File: config.mk
export PLATFORM = sky130hd
export DESIGN_NAME = vcfd_front
export DESIGN_NICKNAME = d
export VERILOG_FILES = /design/src/rtl/core/vcfd_pkg.sv /design/src/rtl/core/vcfd_front.sv
export SDC_FILE = /design/constraint.sdc
export NUM_CORES = 1
export LEC_CHECK = 0
export CAP_MARGIN = 20
export CORE_ASPECT_RATIO = 0.9
export CORE_MARGIN = 5
export CORE_UTILIZATION = 43
export DETAILED_ROUTE_END_ITERATION = 7
export DONT_BUFFER_PORTS = 1
export PLACE_DENSITY = 0.63
export SLEW_MARGIN = 20
export SYNTH_ARGS = -nofsm -noshare
export SYNTH_HDL_FRONTEND = slang
export SYNTH_SLANG_ARGS = --single-unit
File: constraint.sdc
create_clock -name aclk -period 20.1 [get_ports aclk]
set_clock_uncertainty 0.15 [all_clocks]
set_input_delay 4.02 -clock aclk [delete_from_list [all_inputs] [get_ports aclk]]
set_output_delay 4.02 -clock aclk [all_outputs]
set_load 0.005 [all_outputs]
File: src/rtl/core/vcfd_pkg.sv
// Shared types and constants for the video capture frame DMA.
// Holds field widths, result kinds, register indexes and the store command format.
// No dependencies.
package vcfd_pkg;

    localparam int COL_W    = 13;
    localparam int LINE_W   = 12;
    localparam int DIM_W    = 13;
    localparam int ADDR_W   = 32;
    localparam int DATA_W   = 32;
    localparam int KIND_W   = 2;
    localparam int PIX_W    = 8;
    localparam int PROD_W   = DIM_W + LINE_W;

    // Input opcodes
    localparam logic OP_SAMPLE = 1'b0;
    localparam logic OP_ARM    = 1'b1;

    // Result kinds
    localparam logic [KIND_W-1:0] KIND_WORD = 2'd0;
    localparam logic [KIND_W-1:0] KIND_IRQ  = 2'd1;
    localparam logic [KIND_W-1:0] KIND_ERR  = 2'd2;

    // Configuration register indexes
    localparam int CFG_IDX_W = 1;
    localparam logic [CFG_IDX_W-1:0] CFG_FRAME_WIDTH  = 1'b0;
    localparam logic [CFG_IDX_W-1:0] CFG_FRAME_HEIGHT = 1'b1;

    localparam logic [DIM_W-1:0] FRAME_WIDTH_RST  = 13'd640;
    localparam logic [DIM_W-1:0] FRAME_HEIGHT_RST = 13'd480;

    // Command queue between front and store engine
    localparam int QUEUE_DEPTH = 4;
    localparam int QUEUE_AW    = 2;

    typedef struct packed {
        logic              err;
        logic              burst;
        logic              irq;
        logic [ADDR_W-1:0] base;
        logic [LINE_W-1:0] line;
        logic [COL_W-1:0]  column;
    } store_cmd_t;

endpackage

File: src/rtl/core/vcfd_front.sv
// Capture front: follows the syncs, queues pixels, takes arms and decides bursts.
// Depends on vcfd_pkg; feeds vcfd_cmd_queue and the byte buffer in vcfd_store.
module vcfd_front #(
    parameter int FIFO_DEPTH = 256,
    parameter int PACK_BYTES = 16,
    parameter int PHYS_AW    = 9
) (
    input  logic                          aclk,
    input  logic                          aresetn,
    input  logic                          s_valid,
    output logic                          s_ready,
    input  logic                          s_opcode,
    input  logic                          s_line_active,
    input  logic                          s_frame_active,
    input  logic [vcfd_pkg::PIX_W-1:0]    s_pixel,
    input  logic [vcfd_pkg::ADDR_W-1:0]   s_buffer_address,
    input  logic [vcfd_pkg::DIM_W-1:0]    frame_width,
    input  logic [vcfd_pkg::DIM_W-1:0]    frame_height,
    input  logic                          q_ready,
    output logic                          q_valid,
    output vcfd_pkg::store_cmd_t          q_cmd,
    output logic                          push_en,
    output logic [PHYS_AW-1:0]            push_addr,
    output logic [vcfd_pkg::PIX_W-1:0]    push_byte,
    input  logic                          rel_word
);
    import vcfd_pkg::*;

    localparam int CNT_W = $clog2(FIFO_DEPTH + 1);

    logic [COL_W-1:0]   cap_col_reg, cap_col_next;
    logic [LINE_W-1:0]  cap_line_reg, cap_line_next;
    logic               cap_en_reg, cap_en_next;
    logic               ever_armed_reg, ever_armed_next;
    logic [CNT_W-1:0]   fifo_count_reg, fifo_count_next;
    logic [COL_W-1:0]   st_col_reg, st_col_next;
    logic [LINE_W-1:0]  st_line_reg, st_line_next;
    logic [ADDR_W-1:0]  frame_base_reg, frame_base_next;
    logic               storing_reg, storing_next;
    logic [ADDR_W-1:0]  pending_base_reg, pending_base_next;
    logic               arm_pending_reg, arm_pending_next;
    logic [PHYS_AW-1:0] wr_ptr_reg, wr_ptr_next;
    logic [PHYS_AW:0]   phys_used_reg, phys_used_next;

    logic               accept;
    logic               push;
    logic               err;
    logic               burst;
    logic               irq;
    logic [CNT_W-1:0]   count_mid;
    logic               storing_mid;
    logic [ADDR_W-1:0]  base_mid;
    logic [COL_W-1:0]   scol_mid;
    logic [LINE_W-1:0]  sline_mid;
    logic [COL_W:0]     col_sum;
    logic [DIM_W-1:0]   line_inc;

    // Stall on a full queue or a full physical byte buffer
    assign s_ready = q_ready && !phys_used_reg[PHYS_AW];
    assign accept  = s_valid && s_ready;

    // Capture side: arm latch, sync tracking and pixel push
    always_comb begin
        cap_col_next      = cap_col_reg;
        cap_line_next     = cap_line_reg;
        cap_en_next       = cap_en_reg;
        pending_base_next = pending_base_reg;
        arm_pending_next  = arm_pending_reg;
        ever_armed_next   = ever_armed_reg;
        push              = 1'b0;
        err               = 1'b0;
        if (accept) begin
            if (s_opcode == OP_ARM) begin
                pending_base_next = s_buffer_address;
                arm_pending_next  = 1'b1;
            end else if (s_line_active && s_frame_active) begin
                if (cap_col_reg < frame_width && {1'b0, cap_line_reg} < frame_height) begin
                    push         = cap_en_reg && (fifo_count_reg < CNT_W'(FIFO_DEPTH));
                    cap_col_next = cap_col_reg + 1'b1;
                end else begin
                    err = 1'b1;
                end
            end else if (s_frame_active) begin
                if (cap_col_reg == frame_width) begin
                    cap_col_next  = '0;
                    cap_line_next = cap_line_reg + 1'b1;
                end
            end else begin
                if (cap_col_reg == frame_width &&
                    ({1'b0, cap_line_reg} + 1'b1) == frame_height) begin
                    cap_col_next  = '0;
                    cap_line_next = '0;
                    if (ever_armed_reg) begin
                        cap_en_next = 1'b1;
                    end
                end
            end
        end
        count_mid = fifo_count_reg + CNT_W'(push);

        // Take a pending arm when idle
        storing_mid = storing_reg;
        base_mid    = frame_base_reg;
        scol_mid    = st_col_reg;
        sline_mid   = st_line_reg;
        if (accept && !storing_reg && arm_pending_next) begin
            storing_mid      = 1'b1;
            base_mid         = pending_base_next;
            scol_mid         = '0;
            sline_mid        = '0;
            arm_pending_next = 1'b0;
            ever_armed_next  = 1'b1;
        end

        // Fire a burst once a pack is queued
        burst           = accept && storing_mid && (count_mid >= CNT_W'(PACK_BYTES));
        fifo_count_next = burst ? count_mid - CNT_W'(PACK_BYTES) : count_mid;
        col_sum         = {1'b0, scol_mid} + (COL_W+1)'(PACK_BYTES);
        line_inc        = {1'b0, sline_mid} + 1'b1;
        irq             = 1'b0;
        st_col_next     = scol_mid;
        st_line_next    = sline_mid;
        storing_next    = storing_mid;
        frame_base_next = base_mid;
        if (burst) begin
            if (col_sum == {1'b0, frame_width}) begin
                st_col_next  = '0;
                st_line_next = line_inc[LINE_W-1:0];
                if (line_inc == frame_height) begin
                    storing_next = 1'b0;
                    irq          = 1'b1;
                end
            end else begin
                st_col_next = col_sum[COL_W-1:0];
            end
        end
    end

    // Queue a command when the item makes any result
    assign q_valid        = err || burst || irq;
    assign q_cmd.err      = err;
    assign q_cmd.burst    = burst;
    assign q_cmd.irq      = irq;
    assign q_cmd.base     = base_mid;
    assign q_cmd.line     = sline_mid;
    assign q_cmd.column   = scol_mid;

    // Byte buffer write side
    assign push_en   = push;
    assign push_addr = wr_ptr_reg;
    assign push_byte = s_pixel;

    always_comb begin
        wr_ptr_next    = wr_ptr_reg + PHYS_AW'(push);
        phys_used_next = phys_used_reg + (PHYS_AW+1)'(push)
                       - (rel_word ? (PHYS_AW+1)'(4) : '0);
    end

    always_ff @(posedge aclk) begin
        if (!aresetn) begin
            cap_col_reg      <= '0;
            cap_line_reg     <= '0;
            cap_en_reg       <= 1'b0;
            ever_armed_reg   <= 1'b0;
            fifo_count_reg   <= '0;
            st_col_reg       <= '0;
            st_line_reg      <= '0;
            frame_base_reg   <= '0;
            storing_reg      <= 1'b0;
            pending_base_reg <= '0;
            arm_pending_reg  <= 1'b0;
            wr_ptr_reg       <= '0;
            phys_used_reg    <= '0;
        end else begin
            cap_col_reg      <= cap_col_next;
            cap_line_reg     <= cap_line_next;
            cap_en_reg       <= cap_en_next;
            ever_armed_reg   <= ever_armed_next;
            fifo_count_reg   <= fifo_count_next;
            st_col_reg       <= st_col_next;
            st_line_reg      <= st_line_next;
            frame_base_reg   <= frame_base_next;
            storing_reg      <= storing_next;
            pending_base_reg <= pending_base_next;
            arm_pending_reg  <= arm_pending_next;
            wr_ptr_reg       <= wr_ptr_next;
            phys_used_reg    <= phys_used_next;
        end
    end

endmodule

==> results.md <==
- WL final: 21.05 mm
- Via count: 6,871
- Max Buffers Root-to-Sink: 2
- Status: completed
- Seq pwr share: 0.421
- Worst R2R Setup Slack: 14.33 ns
- Syn_nets: 1,148
- Most common cell after layout, fill and taps aside: dfxtp_1
- GPL Wtd Cong: 0.8745
- Final min period: 12.76 ns
- Vias/cell: 5.449
- Antenna violations before repair: 0
- Syn-to-layout area delta: 7.148%
- Pin count of the biggest net entering global routing: 100
- Final Hold Violating Endpoints: 0
- Period utilization: 0.6346
- Hold Crit Depth: 1
- Largest cells by area after synthesis: dfxtp_1 (34%), ha_1 (6.9%), xnor2_1 (5.4%)
- Total GRT Usage: 0.1827
- DR WL/cell: 16.69 um
- TritonCTS clock tree: built
- Yosys top cell area share: 0.3408
- # DRC: 0
- CP Capture Type: primary output
- Worst R2R End: st_col_reg[11]$_SDFF_PN0_
- Clock network power share: 0.440
- Hold crit path type: reg -> reg
- Area occupied by multi-input gates: 5074 um2
- Final total power: 726.9 uW
- FF+latch count, synth: 146
- R2R cell count: 20
- CP Data Arrival Time: 8.59 ns
- Worst VDD drop: 0.04985 mV
- Area post-placement: 8582 um2
- Core area: 19,800 um2
- Leak Pwr: 3.720 nW
- Worst-Skew Late Latency: 0.42 ns
- Worst r2r src: cap_line_reg[2]$_SDFFE_PN0P_
- Core Rows: 49
- Resize count post-CTS: 0
- CTS Hold Bufs: 0
- Post-route cell area: 9190 um2
- Synth warnings: 0
- Nets: 1,114
- Crit Path Class: in -> out
- Root Buffer Master: clkbuf_16
- H-tree depth: 4
- Core Util, Final: 0.4641
- Crit path launch: frame_height[1]
- Synth area leader: dfxtp_1
- Total gr overflow: 0
- Library cells used by synthesis: 85
- CP Max Fanout: 9
- I/O Buffers: 0
- Unrepaired setup endpoints after global routing: false
- Diodes inserted: 0
- Setup Buffers After CTS: 0
- First DRT Iteration DRCs: 357
- Initial Util: 0.4331
- Post-synth EDFFs: 0
- CTS clk-pin slew, worst paths: 0.07 ns
- Combinational power share: 0.138
- Die area: 22,870 um2
- Die height: 144.0 um
- Slew @ Worst Pin: 1.102 ns
- Vias in the first global route: 6,690
- First-pass GRT wire length: 34.44 mm
- Die X: 158.9 um
- Num CTS Buffers: 17
- Max-slew violation count: 0
- Max Fclk: 78.40 MHz
- CP startpoint kind: primary input
- Fill count: 1,974
- Setup_tns: 0 ns
- PwrDens: 79.10 nW/um2
- Worst Setup EP: q_cmd[57]
- TritonRoute pass-1 iters: 5
- Ys async rst share: 0
- Max_slew headroom: 0.2653
- Commonest non-fill, non-tap cells in the layout: dfxtp_1 (146), nor2_1 (122), nand2_1 (85), inv_1 (62), o21ai_0 (60)
- Max-cap viol count: 0
- Num ports: 154
- Cells after Synth: 1,027
- Share of post-route cells with drive strength above 1: 0.06759
- Ys flop type: dfxtp_1
- Clk sinks: 146
- HPWL Detailed: 15.26 mm
- Sequential area share after synthesis: 0.3408
- ANT nets after route: 0
- NetSw: 215.1 uW
- Int Pwr: 511.8 uW
- CP required: 15.93 ns
- Switching share of power: 0.2959
- Post-Syn Area: 8577 um2
- FF+latch area: 2923 um2
- Avg Inst Size Synth: 8.351 um2
- Final setup fails: 0
[cells in the mapped netlist (11+ instances only)]
cell / instances
clkbuf_1: 22
a21oi_1: 33
nand2_1: 86
dfxtp_1: 146
a211oi_1: 11
o21ai_0: 60
nor2_1: 122
mux2i_1: 35
and2_1: 57
xor2_1: 28
or3_1: 11
buf_4: 13
ha_1: 47
nor3_1: 21
xnor2_1: 53
nand3_1: 35
nand4_1: 20
inv_1: 62
[cells by family (layout without fill, tap and decap cells)]
family / after synthesis / after routing / synth area share
compound gates: 189 / 189 / 0.1497
xor+xnor: 84 / 84 / 0.09088
fa+ha+maj: 47 / 47 / 0.06856
buf+inv: 120 / 99 / 0.06798
flops: 146 / 146 / 0.3408
mux: 36 / 36 / 0.04216
simple gates: 405 / 405 / 0.2400
[worst max-delay path, stage by stage]
cell and delay (ns):
inv_1 0.02, ha_1 0.27, nor2b_1 0.13, o31ai_1 0.20, a21oi_1 0.12, a2111oi_2 0.46
o21ai_0 0.22, nor4b_1 0.34, buf_4 0.22, ha_1 0.29, ha_1 0.30, nand3_1 0.14
xor2_1 0.18, inv_1 0.10, ha_1 0.15, o211ai_1 0.09, a31o_1 0.33, nor2_1 0.36
nand3_2 0.12, nor3_1 0.53
[cell type report]
| class | instances | area share |
|---|---|---|
| Clock buffer | 17 | 0.04629 |
| Multi-Input combinational cell | 761 | 0.5521 |
| Sequential cell | 146 | 0.3180 |
| Timing Repair Buffer | 4 | 0.003268 |
| Clock inverter | 15 | 0.01988 |
| Inverter | 63 | 0.02573 |
| Tap cell | 255 | 0.03472 |
[layer usage]
layer  part of all wire  global-route usage  vias to the layer above
li1                   -                   -                     3483
met4              0.021             0.05880                        0
met3              0.067             0.05757                       28
met1               0.45              0.2318                     3203
met5                  0                   0                        -
met2               0.46              0.2991                      157
[metrics by stage]
stage / setup slack, ns / instances / hold WS (ns)
floorplan: 7.823 / 1027 / 0.2824
global placement: 7.540 / 1229 / 0.2962
global route: 6.985 / 1261 / 0.3482
finish: 7.345 / 1261 / 0.3194
CTS: 7.379 / 1261 / 0.3167
detailed placement: 7.424 / 1229 / 0.2977
[worst min path at each step]
stage                                        from                       to
after floorplan           cap_en_reg$_SDFFE_PN0P_  cap_en_reg$_SDFFE_PN0P_
after global placement    cap_en_reg$_SDFFE_PN0P_  cap_en_reg$_SDFFE_PN0P_
after detailed placement  cap_en_reg$_SDFFE_PN0P_  cap_en_reg$_SDFFE_PN0P_
after CTS                 cap_en_reg$_SDFFE_PN0P_  cap_en_reg$_SDFFE_PN0P_
after global routing      cap_en_reg$_SDFFE_PN0P_  cap_en_reg$_SDFFE_PN0P_
final                     cap_en_reg$_SDFFE_PN0P_  cap_en_reg$_SDFFE_PN0P_
[power by group through the flow]
stage / sequential [mW] / clock (mW) / combinational (mW)
3_3_place_gp: 0.313 / 0 / 0.0992
4_1_cts: 0.306 / 0.329 / 0.102
3_5_place_dp: 0.313 / 0 / 0.101
6_report: 0.306 / 0.320 / 0.101
5_1_grt: 0.307 / 0.341 / 0.116
2_1_floorplan: 0.311 / 0 / 0.0864
No activity file was read; power rests on OpenSTA's default activity.
