File: src/rtl/core/vcfd_pkg.sv
// Shared types and constants for the video capture frame DMA.
// Holds field widths, result kinds, register indexes and the store command format.
// No dependencies.
package vcfd_pkg;

    localparam int COL_W    = 13;
    localparam int LINE_W   = 12;
    localparam int DIM_W    = 13;
    localparam int ADDR_W   = 32;
    localparam int DATA_W   = 32;
    localparam int KIND_W   = 2;
    localparam int PIX_W    = 8;
    localparam int PROD_W   = DIM_W + LINE_W;

    // Input opcodes
    localparam logic OP_SAMPLE = 1'b0;
    localparam logic OP_ARM    = 1'b1;

    // Result kinds
    localparam logic [KIND_W-1:0] KIND_WORD = 2'd0;
    localparam logic [KIND_W-1:0] KIND_IRQ  = 2'd1;
    localparam logic [KIND_W-1:0] KIND_ERR  = 2'd2;

    // Configuration register indexes
    localparam int CFG_IDX_W = 1;
    localparam logic [CFG_IDX_W-1:0] CFG_FRAME_WIDTH  = 1'b0;
    localparam logic [CFG_IDX_W-1:0] CFG_FRAME_HEIGHT = 1'b1;

    localparam logic [DIM_W-1:0] FRAME_WIDTH_RST  = 13'd640;
    localparam logic [DIM_W-1:0] FRAME_HEIGHT_RST = 13'd480;

    // Command queue between front and store engine
    localparam int QUEUE_DEPTH = 4;
    localparam int QUEUE_AW    = 2;

    typedef struct packed {
        logic              err;
        logic              burst;
        logic              irq;
        logic [ADDR_W-1:0] base;
        logic [LINE_W-1:0] line;
        logic [COL_W-1:0]  column;
    } store_cmd_t;

endpackage

File: src/rtl/core/vcfd_cmd_queue.sv
// Short command queue between the capture front and the store engine.
// Depends on vcfd_pkg for the command type and queue depth.
module vcfd_cmd_queue (
    input  logic                  aclk,
    input  logic                  aresetn,
    input  logic                  in_valid,
    output logic                  in_ready,
    input  vcfd_pkg::store_cmd_t  in_cmd,
    output logic                  out_valid,
    input  logic                  out_ready,
    output vcfd_pkg::store_cmd_t  out_cmd
);
    import vcfd_pkg::*;

    store_cmd_t            entry_reg [QUEUE_DEPTH];
    logic [QUEUE_AW-1:0]   wr_ptr_reg, wr_ptr_next;
    logic [QUEUE_AW-1:0]   rd_ptr_reg, rd_ptr_next;
    logic [QUEUE_AW:0]     count_reg, count_next;
    logic                  push;
    logic                  pop;

    assign in_ready  = (count_reg < (QUEUE_AW+1)'(QUEUE_DEPTH));
    assign out_valid = (count_reg != '0);
    assign out_cmd   = entry_reg[rd_ptr_reg];
    assign push      = in_valid && in_ready;
    assign pop       = out_valid && out_ready;

    // Advance pointers and occupancy
    always_comb begin
        wr_ptr_next = push ? wr_ptr_reg + 1'b1 : wr_ptr_reg;
        rd_ptr_next = pop ? rd_ptr_reg + 1'b1 : rd_ptr_reg;
        count_next  = count_reg + (QUEUE_AW+1)'(push) - (QUEUE_AW+1)'(pop);
    end

    always_ff @(posedge aclk) begin
        if (!aresetn) begin
            wr_ptr_reg <= '0;
            rd_ptr_reg <= '0;
            count_reg  <= '0;
        end else begin
            wr_ptr_reg <= wr_ptr_next;
            rd_ptr_reg <= rd_ptr_next;
            count_reg  <= count_next;
        end
    end

    // Hold entries
    always_ff @(posedge aclk) begin
        if (push) begin
            entry_reg[wr_ptr_reg] <= in_cmd;
        end
    end

endmodule

File: config.mk
export PLATFORM = sky130hd
export DESIGN_NAME = vcfd_cmd_queue
export DESIGN_NICKNAME = d
export VERILOG_FILES = /design/src/rtl/core/vcfd_pkg.sv /design/src/rtl/core/vcfd_cmd_queue.sv
export SDC_FILE = /design/constraint.sdc
export NUM_CORES = 1
export LEC_CHECK = 0
export BUFFER_PORTS_ARGS = -buffer_cell sky130_fd_sc_hd__buf_4
export CAP_MARGIN = 20
export CELL_PAD_IN_SITES_DETAIL_PLACEMENT = 0
export CELL_PAD_IN_SITES_GLOBAL_PLACEMENT = 1
export CORE_MARGIN = 5
export CORE_UTILIZATION = 45
export CTS_CLUSTER_SIZE = 20
export DETAILED_ROUTE_END_ITERATION = 7
export PLACE_DENSITY_LB_ADDON = 0.1
export SLEW_MARGIN = 20
export SYNTH_ARGS = -nofsm -noshare
export SYNTH_HDL_FRONTEND = slang
export SYNTH_SLANG_ARGS = --single-unit
File: constraint.sdc
create_clock -name aclk -period 4.1 [get_ports aclk]
set_input_delay 1.025 -clock aclk [delete_from_list [all_inputs] [get_ports aclk]]
set_output_delay 1.025 -clock aclk [all_outputs]
set_load 0.02 [all_outputs]
==> impl_summary.txt, run 1 <==
----------------------------------------------------
[STA]
  Number of max-slew violations in the final report ... 0
  Max Clock Skew ... between 0.007 and 0.008 ns
  Final hold slack ... 0.5673 ns
  Transition time at the pin with the least slew margin ... 0.9299 ns
  Portion of the clock cycle consumed by the worst path in the final layout ... roughly 83%
  Setup Viol. Count Final ... 0
  F_max ... 0.2941 GHz
  Setup repair after global routing missed its margin ... no
  Setup TNS ... 0 ns
  Minimum period implied by the final worst setup slack ... 3.400 ns
  Final-report hold violation count ... 0
  Worst relative slew slack ... 38.01%

[Placement]
  Post-DP HPWL ... 9677 um
  Final weighted congestion in routability-driven placement ... 0.6931
  Buffers on Ports ... between 100 and 150

[CTS]
  Number of buffers inserted to repair setup after CTS ... 0
  Clk slew on worst S/H paths ... 0.06 ns
  Maximum buffer depth of the clock tree ... 3
  Clock Root Buffer ... sky130_fd_sc_hd__clkbuf_16
  Cts repair resizes ... 0
  Depth of the CTS H-tree ... 1
  Sinks on Clock Net ... 249
  Clock latency on the worst-skew pair ... between 0.5 and 0.6 ns
  CTS tree ... done
  # hold bufs at CTS ... 0
  TritonCTS buffer count ... 26

[Global route]
  Global-route wire length before repair ... 25580 um
  Overflow left after global routing ... 0
  Vias in the first global route ... 4474
  Maximum number of pins on one net before global-route repair ... a little over 60
  GRT Resource Usage Total ... 14.14%
  Number of antenna violations at the first check in global routing ... 0

[Floorplanning]
  Total Die Area ... ~0.023 mm^2
  Number of standard-cell rows in the floorplan ... 52
  Die X ... 152.9 um
  IO Pins ... ~130
  Height of the die ... ~150 um
  Effective utilization at floorplan ... 45.55%
  Core region area ... 0.02017 mm^2

[Synth]
  Netlist area before placement ... between 0.009 and 0.01 mm^2
  Synthesized area per cell ... 25.52 um^2
  Yosys Warn Count ... 0
  Fraction of synthesized cell area taken by the top area cell type ... 78.44%
  Post-Syn Nets ... 431
  Count of mapped cells out of synthesis ... 360
  Top area cells in the synthesized netlist ... sky130_fd_sc_hd__edfxtp_1, sky130_fd_sc_hd__mux4_2, sky130_fd_sc_hd__dfxtp_1
  Fraction of the yosys area taken by sequential cells ... 80.40%
  Count of unique library cells instantiated by Yosys ... 18
  Largest area contributor in the synthesized netlist ... sky130_fd_sc_hd__edfxtp_1
  Flip-flop and latch count after synthesis ... between 200 and 250

[Worst setup path]
  Maximum net fanout on the critical path ... 27
  Class of the most critical setup path ... flop to output pin
  Arrival time reported for the critical path endpoint ... 2.38 ns
  Crit Reg-Reg Startpoint ... count_reg[2]
  Kind of end point of the critical path ... output pin
  Required time worst endpoint ... 3.07 ns
  Startpoint Class ... flop

[Pwr]
  Peak supply drop ... 0.4193 mV
  Cell Pwr Density ... ~630 mW/mm^2
  Leakage component of the power ... roughly 0.0037 uW

[Routing]
  Total vias in the final route ... roughly 4000
  1st-iter DRT viols ... 180
  Remaining antenna violation count after routing ... 0
  Length of the first detailed-routing pass in iterations ... 4
  Detailed-route wire length ... ~16000 um
  DRC violation count after routing ... 0
  Wire per inst ... 20.75 um
  Via/cell ratio ... 5.112

[Finish]
  Most common cell after layout, fill and taps aside ... sky130_fd_sc_hd__edfxtp_1
  Count of antenna diodes in the layout ... 0
  Fraction of final layout cells sized beyond drive strength 1 ... 44.06%
  Flip-flop count of the largest register, all copies and words added ... 240
  Most used cells in the layout excluding fill and tap cells ... sky130_fd_sc_hd__edfxtp_1, sky130_fd_sc_hd__buf_4, sky130_fd_sc_hd__mux4_2
  Area growth, synth to finish ... 21.65%
  Nets ... 575

[Run]
  Maximum Capacitance Violations ... 0

[Hold path]
  Worst hold-check path type ... flop to flop
  Hold path startpoint ... wr_ptr_reg[1]

[Outcome]
  Outcome ... complete, no violations

----------------------------------------------------
layer usage:
metal	vias to the layer above	share of wire, %	global-route usage (%)
met5	-	0	0
met2	94	51	24.24
met3	32	5.4	3.591
met4	0	2.2	3.394
met1	2116	41	18.37
li1	1807	-	-
area by class of cell:
class,count,area [um^2]
inverter,7,26.28
sequential,249,7395
timing repair buffer,131,1046
clock inverter,11,51.30
multi-input combinational,89,1615
clock buffer,35,705.7
tap,270,337.8
fill,1571,8992
synth_stat cells:
master / instances
sky130_fd_sc_hd__dfxtp_1: 9
sky130_fd_sc_hd__buf_6: 1
sky130_fd_sc_hd__edfxtp_1: 240
sky130_fd_sc_hd__or3_1: 1
sky130_fd_sc_hd__buf_2: 6
sky130_fd_sc_hd__o31a_1: 1
sky130_fd_sc_hd__buf_1: 1
sky130_fd_sc_hd__and2_1: 9
sky130_fd_sc_hd__clkbuf_1: 1
sky130_fd_sc_hd__o311ai_1: 1
sky130_fd_sc_hd__xnor2_1: 5
sky130_fd_sc_hd__ha_1: 6
sky130_fd_sc_hd__mux4_2: 60
sky130_fd_sc_hd__nor2b_1: 4
sky130_fd_sc_hd__buf_12: 6
sky130_fd_sc_hd__fa_1: 1
sky130_fd_sc_hd__inv_1: 7
sky130_fd_sc_hd__mux2i_1: 1
path summary, 6_finish.rpt:
kind         slack (ns)  depth (start not counted)            end
max                0.70                          3    out_cmd[44]
min                0.57                          2  wr_ptr_reg[1]
max reg2reg        1.79                          9   count_reg[2]
min reg2reg        0.57                          2  wr_ptr_reg[1]
per-stage QoR:
stage | total power [uW] | worst slack, ns | instance area (um^2) | util [%] | cells
after global placement | 5115 | 1.101 | 10420 | 51.66 | 746
after CTS | 7217 | 0.5755 | 11180 | 55.42 | 792
final | 7083 | 0.6999 | 11180 | 55.42 | 792
after global routing | 7433 | 0.5117 | 11180 | 55.42 | 792
after detailed placement | 5132 | 1.025 | 10420 | 51.66 | 746
after floorplan | 4481 | 0.8587 | 9188 | - | 360
where the power goes:
group          switching (uW)  leakage (uW)  internal (uW)
Sequential                174       0.00227           3080
Clock                     865      0.000370           1200
Combinational             883       0.00110            888
Total                    1920       0.00374           5160
logic make-up after synthesis:
family / count (synthesis) / share of synthesized area, %
buffers and inverters: 22 / 2.125
xor gates and xnor gates: 5 / 0.4766
DFF: 249 / 80.40
muxes: 61 / 14.82
and+or+nand+nor: 14 / 0.9532
adders and majority gates: 7 / 1.035
AOI/OAI and AO/OA: 2 / 0.1907
critical path, stage by stage, from the launching register on:
cell and delay, ns:
sky130_fd_sc_hd__dfxtp_4 0.73, sky130_fd_sc_hd__buf_4 0.39, sky130_fd_sc_hd__mux4_2 0.56, sky130_fd_sc_hd__buf_4 0.18
Note: power is estimated with default switching activity, not from simulation.
==> run 2: changes to the inputs <==
==> constraint.sdc (replaced) <==
create_clock -name aclk -period 3.2 [get_ports aclk]
set_input_delay 0.8 -clock aclk [delete_from_list [all_inputs] [get_ports aclk]]
set_output_delay 0.8 -clock aclk [all_outputs]
set_load 0.02 [all_outputs]
==> run 2 against run 1 <==
  * Critical path depth did not move
  * Largest cell class unchanged
  * Register-to-register slack got worse by 0.72 ns
  * Critical endpoint is now out_cmd[57]
  * Clock power rose by 23%
  * Hold slack got worse by 0.074 ns
  * Largest power group unchanged
  * Cell area did not move
  * Core utilization did not move
  * Global-route usage rose by 0.22 points
==> impl_summary.txt, run 2 (same netlist as run 1, synthesis figures left out) <==
----------------------------------------------------
[Finish]
  Fraction of final layout cells sized beyond drive strength 1 ... 44.38% (+0.32 points)
  Area growth, synth to finish ... 21.65% (unchanged)
  Nets ... 578 (+0.52%)
  Util after Layout ... 55.42% (unchanged)
  Filler cell count in the final layout ... 1583 (+0.76%)
  Most used cells in the layout excluding fill and tap cells ... sky130_fd_sc_hd__edfxtp_1, sky130_fd_sc_hd__buf_4, sky130_fd_sc_hd__mux4_2
  Flip-flop count of the largest register, all copies and words added ... 240 (unchanged)
  Count of antenna diodes in the layout ... 0 (unchanged)
  Most common cell after layout, fill and taps aside ... sky130_fd_sc_hd__edfxtp_1

[STA]
  Setup repair after global routing missed its margin ... no
  Portion of the clock cycle consumed by the worst path in the final layout ... 89.96%
  Transition time at the pin with the least slew margin ... 0.4662 ns (-0.4637 ns)
  Number of max-slew violations in the final report ... 0 (unchanged)
  Minimum period implied by the final worst setup slack ... 2.879 ns
  F_max ... 0.3474 GHz
  Max Clock Skew ... 0.01216 ns (+0.004224 ns)
  Setup TNS ... 0 ns (unchanged)
  Worst relative slew slack ... 68.92% (+31 points)
  Setup Viol. Count Final ... 0 (unchanged)
  Final-report hold violation count ... 0 (unchanged)

[Worst setup path]
  Required time worst endpoint ... 2.40 ns (-0.67 ns)
  Maximum net fanout on the critical path ... 34 (+26%)
  Startpoint Class ... flop
  Class of the most critical setup path ... flop to output pin
  Kind of end point of the critical path ... output pin
  Arrival time reported for the critical path endpoint ... 2.08 ns (-0.30 ns)

[Hold path]
  Worst hold-check path type ... input pin to flop

[Outcome]
  Outcome ... complete, no violations

[Routing]
  1st-iter DRT viols ... 137 (-24%)
  Via/cell ratio ... 5.086 (-0.52%)
  Detailed-route wire length ... 16460 um (+0.15%)
  Total vias in the final route ... 4043 (-0.15%)
  Wire per inst ... 20.70 um (-0.23%)
  Remaining antenna violation count after routing ... 0 (unchanged)
  Length of the first detailed-routing pass in iterations ... 4 (unchanged)
  DRC violation count after routing ... 0 (unchanged)

[Placement]
  Final weighted congestion in routability-driven placement ... 0.6850 (-1.2%)
  Post-DP HPWL ... 9833 um (+1.6%)
  Buffers on Ports ... 125 (unchanged)

[Global route]
  GRT met1 Usage ... 18.59% (+0.22 points)
  Most crowded layer after global routing ... met2
  GRT Resource Usage Total ... 14.36% (+0.22 points)
  Overflow left after global routing ... 0 (unchanged)
  Global-route wire length before repair ... 26130 um (+2.2%)
  Met2 layer usage reported by global route ... 24.62% (+0.38 points)
  Number of antenna violations at the first check in global routing ... 0 (unchanged)
  Vias in the first global route ... 4589 (+2.6%)
  Maximum number of pins on one net before global-route repair ... 61 (unchanged)
  Met3 Track Usage GR ... 3.675% (+0.085 points)

[Floorplanning]
  Height of the die ... 152.9 um (unchanged)
  IO Pins ... 126 (unchanged)
  Total Die Area ... 0.02337 mm^2 (unchanged)
  Effective utilization at floorplan ... 45.55% (unchanged)
  Die X ... 152.9 um (unchanged)
  Core region area ... 0.02017 mm^2 (unchanged)
  Number of standard-cell rows in the floorplan ... 52 (unchanged)

[CTS]
  # hold bufs at CTS ... 0 (unchanged)
  Clock latency on the worst-skew pair ... 0.50 ns (about the same)
  Clock Root Buffer ... sky130_fd_sc_hd__clkbuf_16
  Depth of the CTS H-tree ... 1 (unchanged)
  TritonCTS buffer count ... 25 (-3.8%)
  Sinks on Clock Net ... 249 (unchanged)
  Clk slew on worst S/H paths ... 0.06 ns (about the same)
  Cts repair resizes ... 0 (unchanged)
  Maximum buffer depth of the clock tree ... 3 (unchanged)
  CTS tree ... done
  Number of buffers inserted to repair setup after CTS ... 0 (unchanged)

[Pwr]
  Leakage component of the power ... 0.003740 uW (about the same)
  Cell Pwr Density ... 804.7 mW/mm^2 (+27%)
  Peak supply drop ... 0.5224 mV (+25%)

[Run]
  Maximum Capacitance Violations ... 0 (unchanged)

----------------------------------------------------
[run 2: cell count changes in the layout (fill, tap and decap cells not counted), sizes merged]
cell | before | now
buf | 131 | 135
clkinv | 10 | 15
clkbuf | 35 | 28
clkinvlp | 1 | 2
[run 2: through the flow]
stage	total power, uW	setup slack, ns	instance area, um^2	hold slack, ns	instances
after global placement	6576	0.7363	10460	0.5581	750
after CTS	9165	0.2428	11180	0.4670	795
after floorplan	5742	0.1837	9188	0.5258	360
after global routing	9452	0.1889	11180	0.4659	795
after detailed placement	6609	0.6683	10460	0.5746	750
final	8994	0.3213	11180	0.4938	795
[run 2: area by class of cell]
| type | count | area [um^2] | area share [%] |
|---|---|---|---|
| Multi-Input combinational cell | 89 | 1615 | 14.45 |
| Clock inverter | 17 | 77.57 | 0.6941 |
| Sequential cell | 249 | 7395 | 66.16 |
| Tap cell | 270 | 337.8 | 3.022 |
| Timing Repair Buffer | 135 | 1089 | 9.739 |
| Clock buffer | 28 | 636.9 | 5.698 |
| Inverter | 7 | 26.28 | 0.2351 |
[run 2: report_power, final]
group          internal, uW  leakage, uW  switching [uW]
Sequential             3940      0.00227             137
Clock                  1420     0.000347            1110
Combinational          1160      0.00112            1230
[run 2: per-layer routing]
metal / up-vias / wire length, um
met2: 101 / 8490
met4: 0 / 289
met5: - / 0
met1: 2102 / 6706
met3: 25 / 970
li1: 1815 / -
[run 2: path summary, 6_finish.rpt]
| kind | depth (start not counted) | end | slack (ns) | startpoint |
|---|---|---|---|---|
| worst min-delay path | 1 | entry_reg[3][36] | 0.49 | in_cmd[36] |
| worst min register to register | 2 | wr_ptr_reg[1] | 0.57 | wr_ptr_reg[1] |
| worst max-delay path | 3 | out_cmd[57] | 0.32 | flop |
| worst max register to register | 8 | count_reg[2] | 1.07 | count_reg[2] |
[run 2: critical path, stage by stage, from the launching register on]
cell                      delay (ns)
sky130_fd_sc_hd__dfxtp_4        0.48
sky130_fd_sc_hd__buf_12         0.32
sky130_fd_sc_hd__mux4_2         0.58
sky130_fd_sc_hd__buf_4          0.18
==> run 3: changes to the inputs <==
==> constraint.sdc (replaced) <==
create_clock -name aclk -period 3.2 [get_ports aclk]
set_input_delay 0.48 -clock aclk [delete_from_list [all_inputs] [get_ports aclk]]
set_output_delay 0.48 -clock aclk [all_outputs]
set_load 0.02 [all_outputs]
==> run 3 against run 2 <==
  * Combinational power about the same
  * Hold slack lost 0.33 ns
  * Cell area is 1.1% higher
  * Setup slack better by 0.19 ns
  * Non-clock buffer count increased by 2
  * Total power is 3.3% higher
  * Sequential share of layout area down 0.73 points
  * Via count about the same
  * Critical endpoint unchanged
  * Largest cell class unchanged
==> impl_summary.txt, run 3 (same netlist as run 1, synthesis figures left out) <==
----------------------------------------------------
[CTS]
  Cts repair resizes ... 0 (unchanged)
  Clock latency on the worst-skew pair ... 0.51 ns (about the same)
  Maximum buffer depth of the clock tree ... 3 (unchanged)
  TritonCTS buffer count ... 26 (+4.0%)
  Clock Root Buffer ... sky130_fd_sc_hd__clkbuf_16
  Depth of the CTS H-tree ... 1 (unchanged)
  # hold bufs at CTS ... 0 (unchanged)
  Sinks on Clock Net ... 249 (unchanged)
  Number of buffers inserted to repair setup after CTS ... 0 (unchanged)
  CTS tree ... done
  Clk slew on worst S/H paths ... 0.06 ns (about the same)

[Routing]
  1st-iter DRT viols ... 164 (+20%)
  Wire per inst ... 20.73 um (+0.16%)
  Length of the first detailed-routing pass in iterations ... 4 (unchanged)
  Total vias in the final route ... 4041 (-0.049%)
  Detailed-route wire length ... 16520 um (+0.41%)
  DRC violation count after routing ... 0 (unchanged)
  Via/cell ratio ... 5.070 (-0.30%)
  Remaining antenna violation count after routing ... 0 (unchanged)

[Global route]
  Maximum number of pins on one net before global-route repair ... 37 (-39%)
  Vias in the first global route ... 4440 (-3.2%)
  Number of antenna violations at the first check in global routing ... 0 (unchanged)
  Global-route wire length before repair ... 25650 um (-1.8%)
  Overflow left after global routing ... 0 (unchanged)
  GRT Resource Usage Total ... 14.14% (-0.22 points)

[Run]
  Maximum Capacitance Violations ... 0 (unchanged)

[Finish]
  Most used cells in the layout excluding fill and tap cells ... sky130_fd_sc_hd__edfxtp_1, sky130_fd_sc_hd__buf_4, sky130_fd_sc_hd__mux4_2
  Reg area ... 0.007395 mm^2 (unchanged)
  Area occupied by multi-input gates ... 0.001615 mm^2 (unchanged)
  Nets ... 581 (+0.52%)
  Area growth, synth to finish ... 23.02%
  Most common cell after layout, fill and taps aside ... sky130_fd_sc_hd__edfxtp_1
  Count of antenna diodes in the layout ... 0 (unchanged)
  Post-layout instance area ... 0.01130 mm^2 (+1.1%)
  Filler cell count in the final layout ... 1553 (-1.9%)
  Util after Layout ... 56.04% (+0.62 points)
  Fraction of final layout cells sized beyond drive strength 1 ... 44.59% (+0.21 points)
  Flip-flop count of the largest register, all copies and words added ... 240 (unchanged)

[STA]
  Minimum period implied by the final worst setup slack ... 2.685 ns (-0.1935 ns)
  Final hold slack ... 0.1668 ns (-0.3270 ns)
  Number of max-slew violations in the final report ... 0 (unchanged)
  F_max ... 0.3724 GHz (+7.2%)
  Setup TNS ... 0 ns (unchanged)
  Portion of the clock cycle consumed by the worst path in the final layout ... 83.91% (-6.0 points)
  Transition time at the pin with the least slew margin ... 0.5839 ns (+0.1177 ns)
  Setup repair after global routing missed its margin ... no
  Worst relative slew slack ... 61.07% (-7.8 points)
  Max Clock Skew ... 0.01080 ns (-0.001354 ns)
  Setup Viol. Count Final ... 0 (unchanged)
  Final-report hold violation count ... 0 (unchanged)

[Floorplanning]
  Effective utilization at floorplan ... 45.55% (unchanged)
  Core region area ... 0.02017 mm^2 (unchanged)
  IO Pins ... 126 (unchanged)
  Die X ... 152.9 um (unchanged)
  Total Die Area ... 0.02337 mm^2 (unchanged)
  Number of standard-cell rows in the floorplan ... 52 (unchanged)
  Height of the die ... 152.9 um (unchanged)

[Worst setup path]
  Kind of end point of the critical path ... output pin
  Maximum net fanout on the critical path ... 25 (-26%)
  Required time worst endpoint ... 2.72 ns (+0.32 ns)
  Class of the most critical setup path ... flop to output pin
  Startpoint Class ... flop
  Arrival time reported for the critical path endpoint ... 2.21 ns (+0.13 ns)

[Pwr]
  Portion of total power attributed to combinational logic ... 25.4% (-1.1 points)
  Cell Pwr Density ... 821.7 mW/mm^2 (+2.1%)
  Sequential fraction of design power ... 44.4% (-0.9 points)
  Internal portion of total power ... 6808 uW (+4.4%)
  Leakage component of the power ... 0.003802 uW (+1.7%)
  Peak supply drop ... 0.4624 mV (-11%)
  Pwr Total ... 9287 uW (+3.3%)
  Fraction of power spent switching nets ... 26.69% (-0.81 points)
  Clock power frac ... 30.1% (+2.0 points)
  Switching power ... 2478 uW (+0.21%)

[Outcome]
  Outcome ... complete, no violations

[Hold path]
  Worst hold-check path type ... input pin to flop

[Placement]
  Post-DP HPWL ... 9985 um (+1.5%)
  Cell Area, Placed ... 0.01050 mm^2 (+0.38%)
  Final weighted congestion in routability-driven placement ... 0.6762 (-1.3%)
  Buffers on Ports ... 125 (unchanged)

----------------------------------------------------
run 3: metrics by stage:
step                std cells  worst slack, ns
detailed placement        752           0.9216
CTS                       797           0.4291
global route              797           0.3625
floorplan                 360           0.5037
global placement          752           0.9340
finish                    797           0.5148
run 3: final cells by class:
cell class,instances,area share [%]
Clock buffer,31,6.111
Multi-Input combinational cell,89,14.29
Sequential cell,249,65.43
Clock inverter,14,0.9631
Timing Repair Buffer,137,9.986
Inverter,7,0.2325
Tap cell,270,2.989
run 3: per-layer routing:
metal | global-route usage (%) | routed length, um
met5 | 0 | 0
met4 | 3.734 | 245
met3 | 2.997 | 856
met2 | 24.34 | 8413
met1 | 18.53 | 7009
run 3: power groups by stage:
stage / Combinational, uW / Clock (uW) / Sequential, uW
3_3_place_gp: 2420 / 0 / 4190
6_report: 2360 / 2800 / 4130
4_1_cts: 2430 / 2870 / 4140
2_1_floorplan: 1670 / 0 / 4080
5_1_grt: 2530 / 3010 / 4180
3_5_place_dp: 2430 / 0 / 4210
run 3: final timing paths:
kind	startpoint	cells after the start	slack (ns)	to
worst max-delay path	flop	3	0.51	out_cmd[57]
worst min-delay path	in_cmd[37]	1	0.17	entry_reg[0][37]
worst max register to register	count_reg[2]	8	1.11	count_reg[2]
worst min register to register	wr_ptr_reg[1]	2	0.56	wr_ptr_reg[1]
run 3: critical path, cell delays in order, from the launching register on:
cell	delay [ns]
sky130_fd_sc_hd__dfxtp_4	0.72
sky130_fd_sc_hd__buf_12	0.25
sky130_fd_sc_hd__mux4_2	0.54
sky130_fd_sc_hd__buf_4	0.18
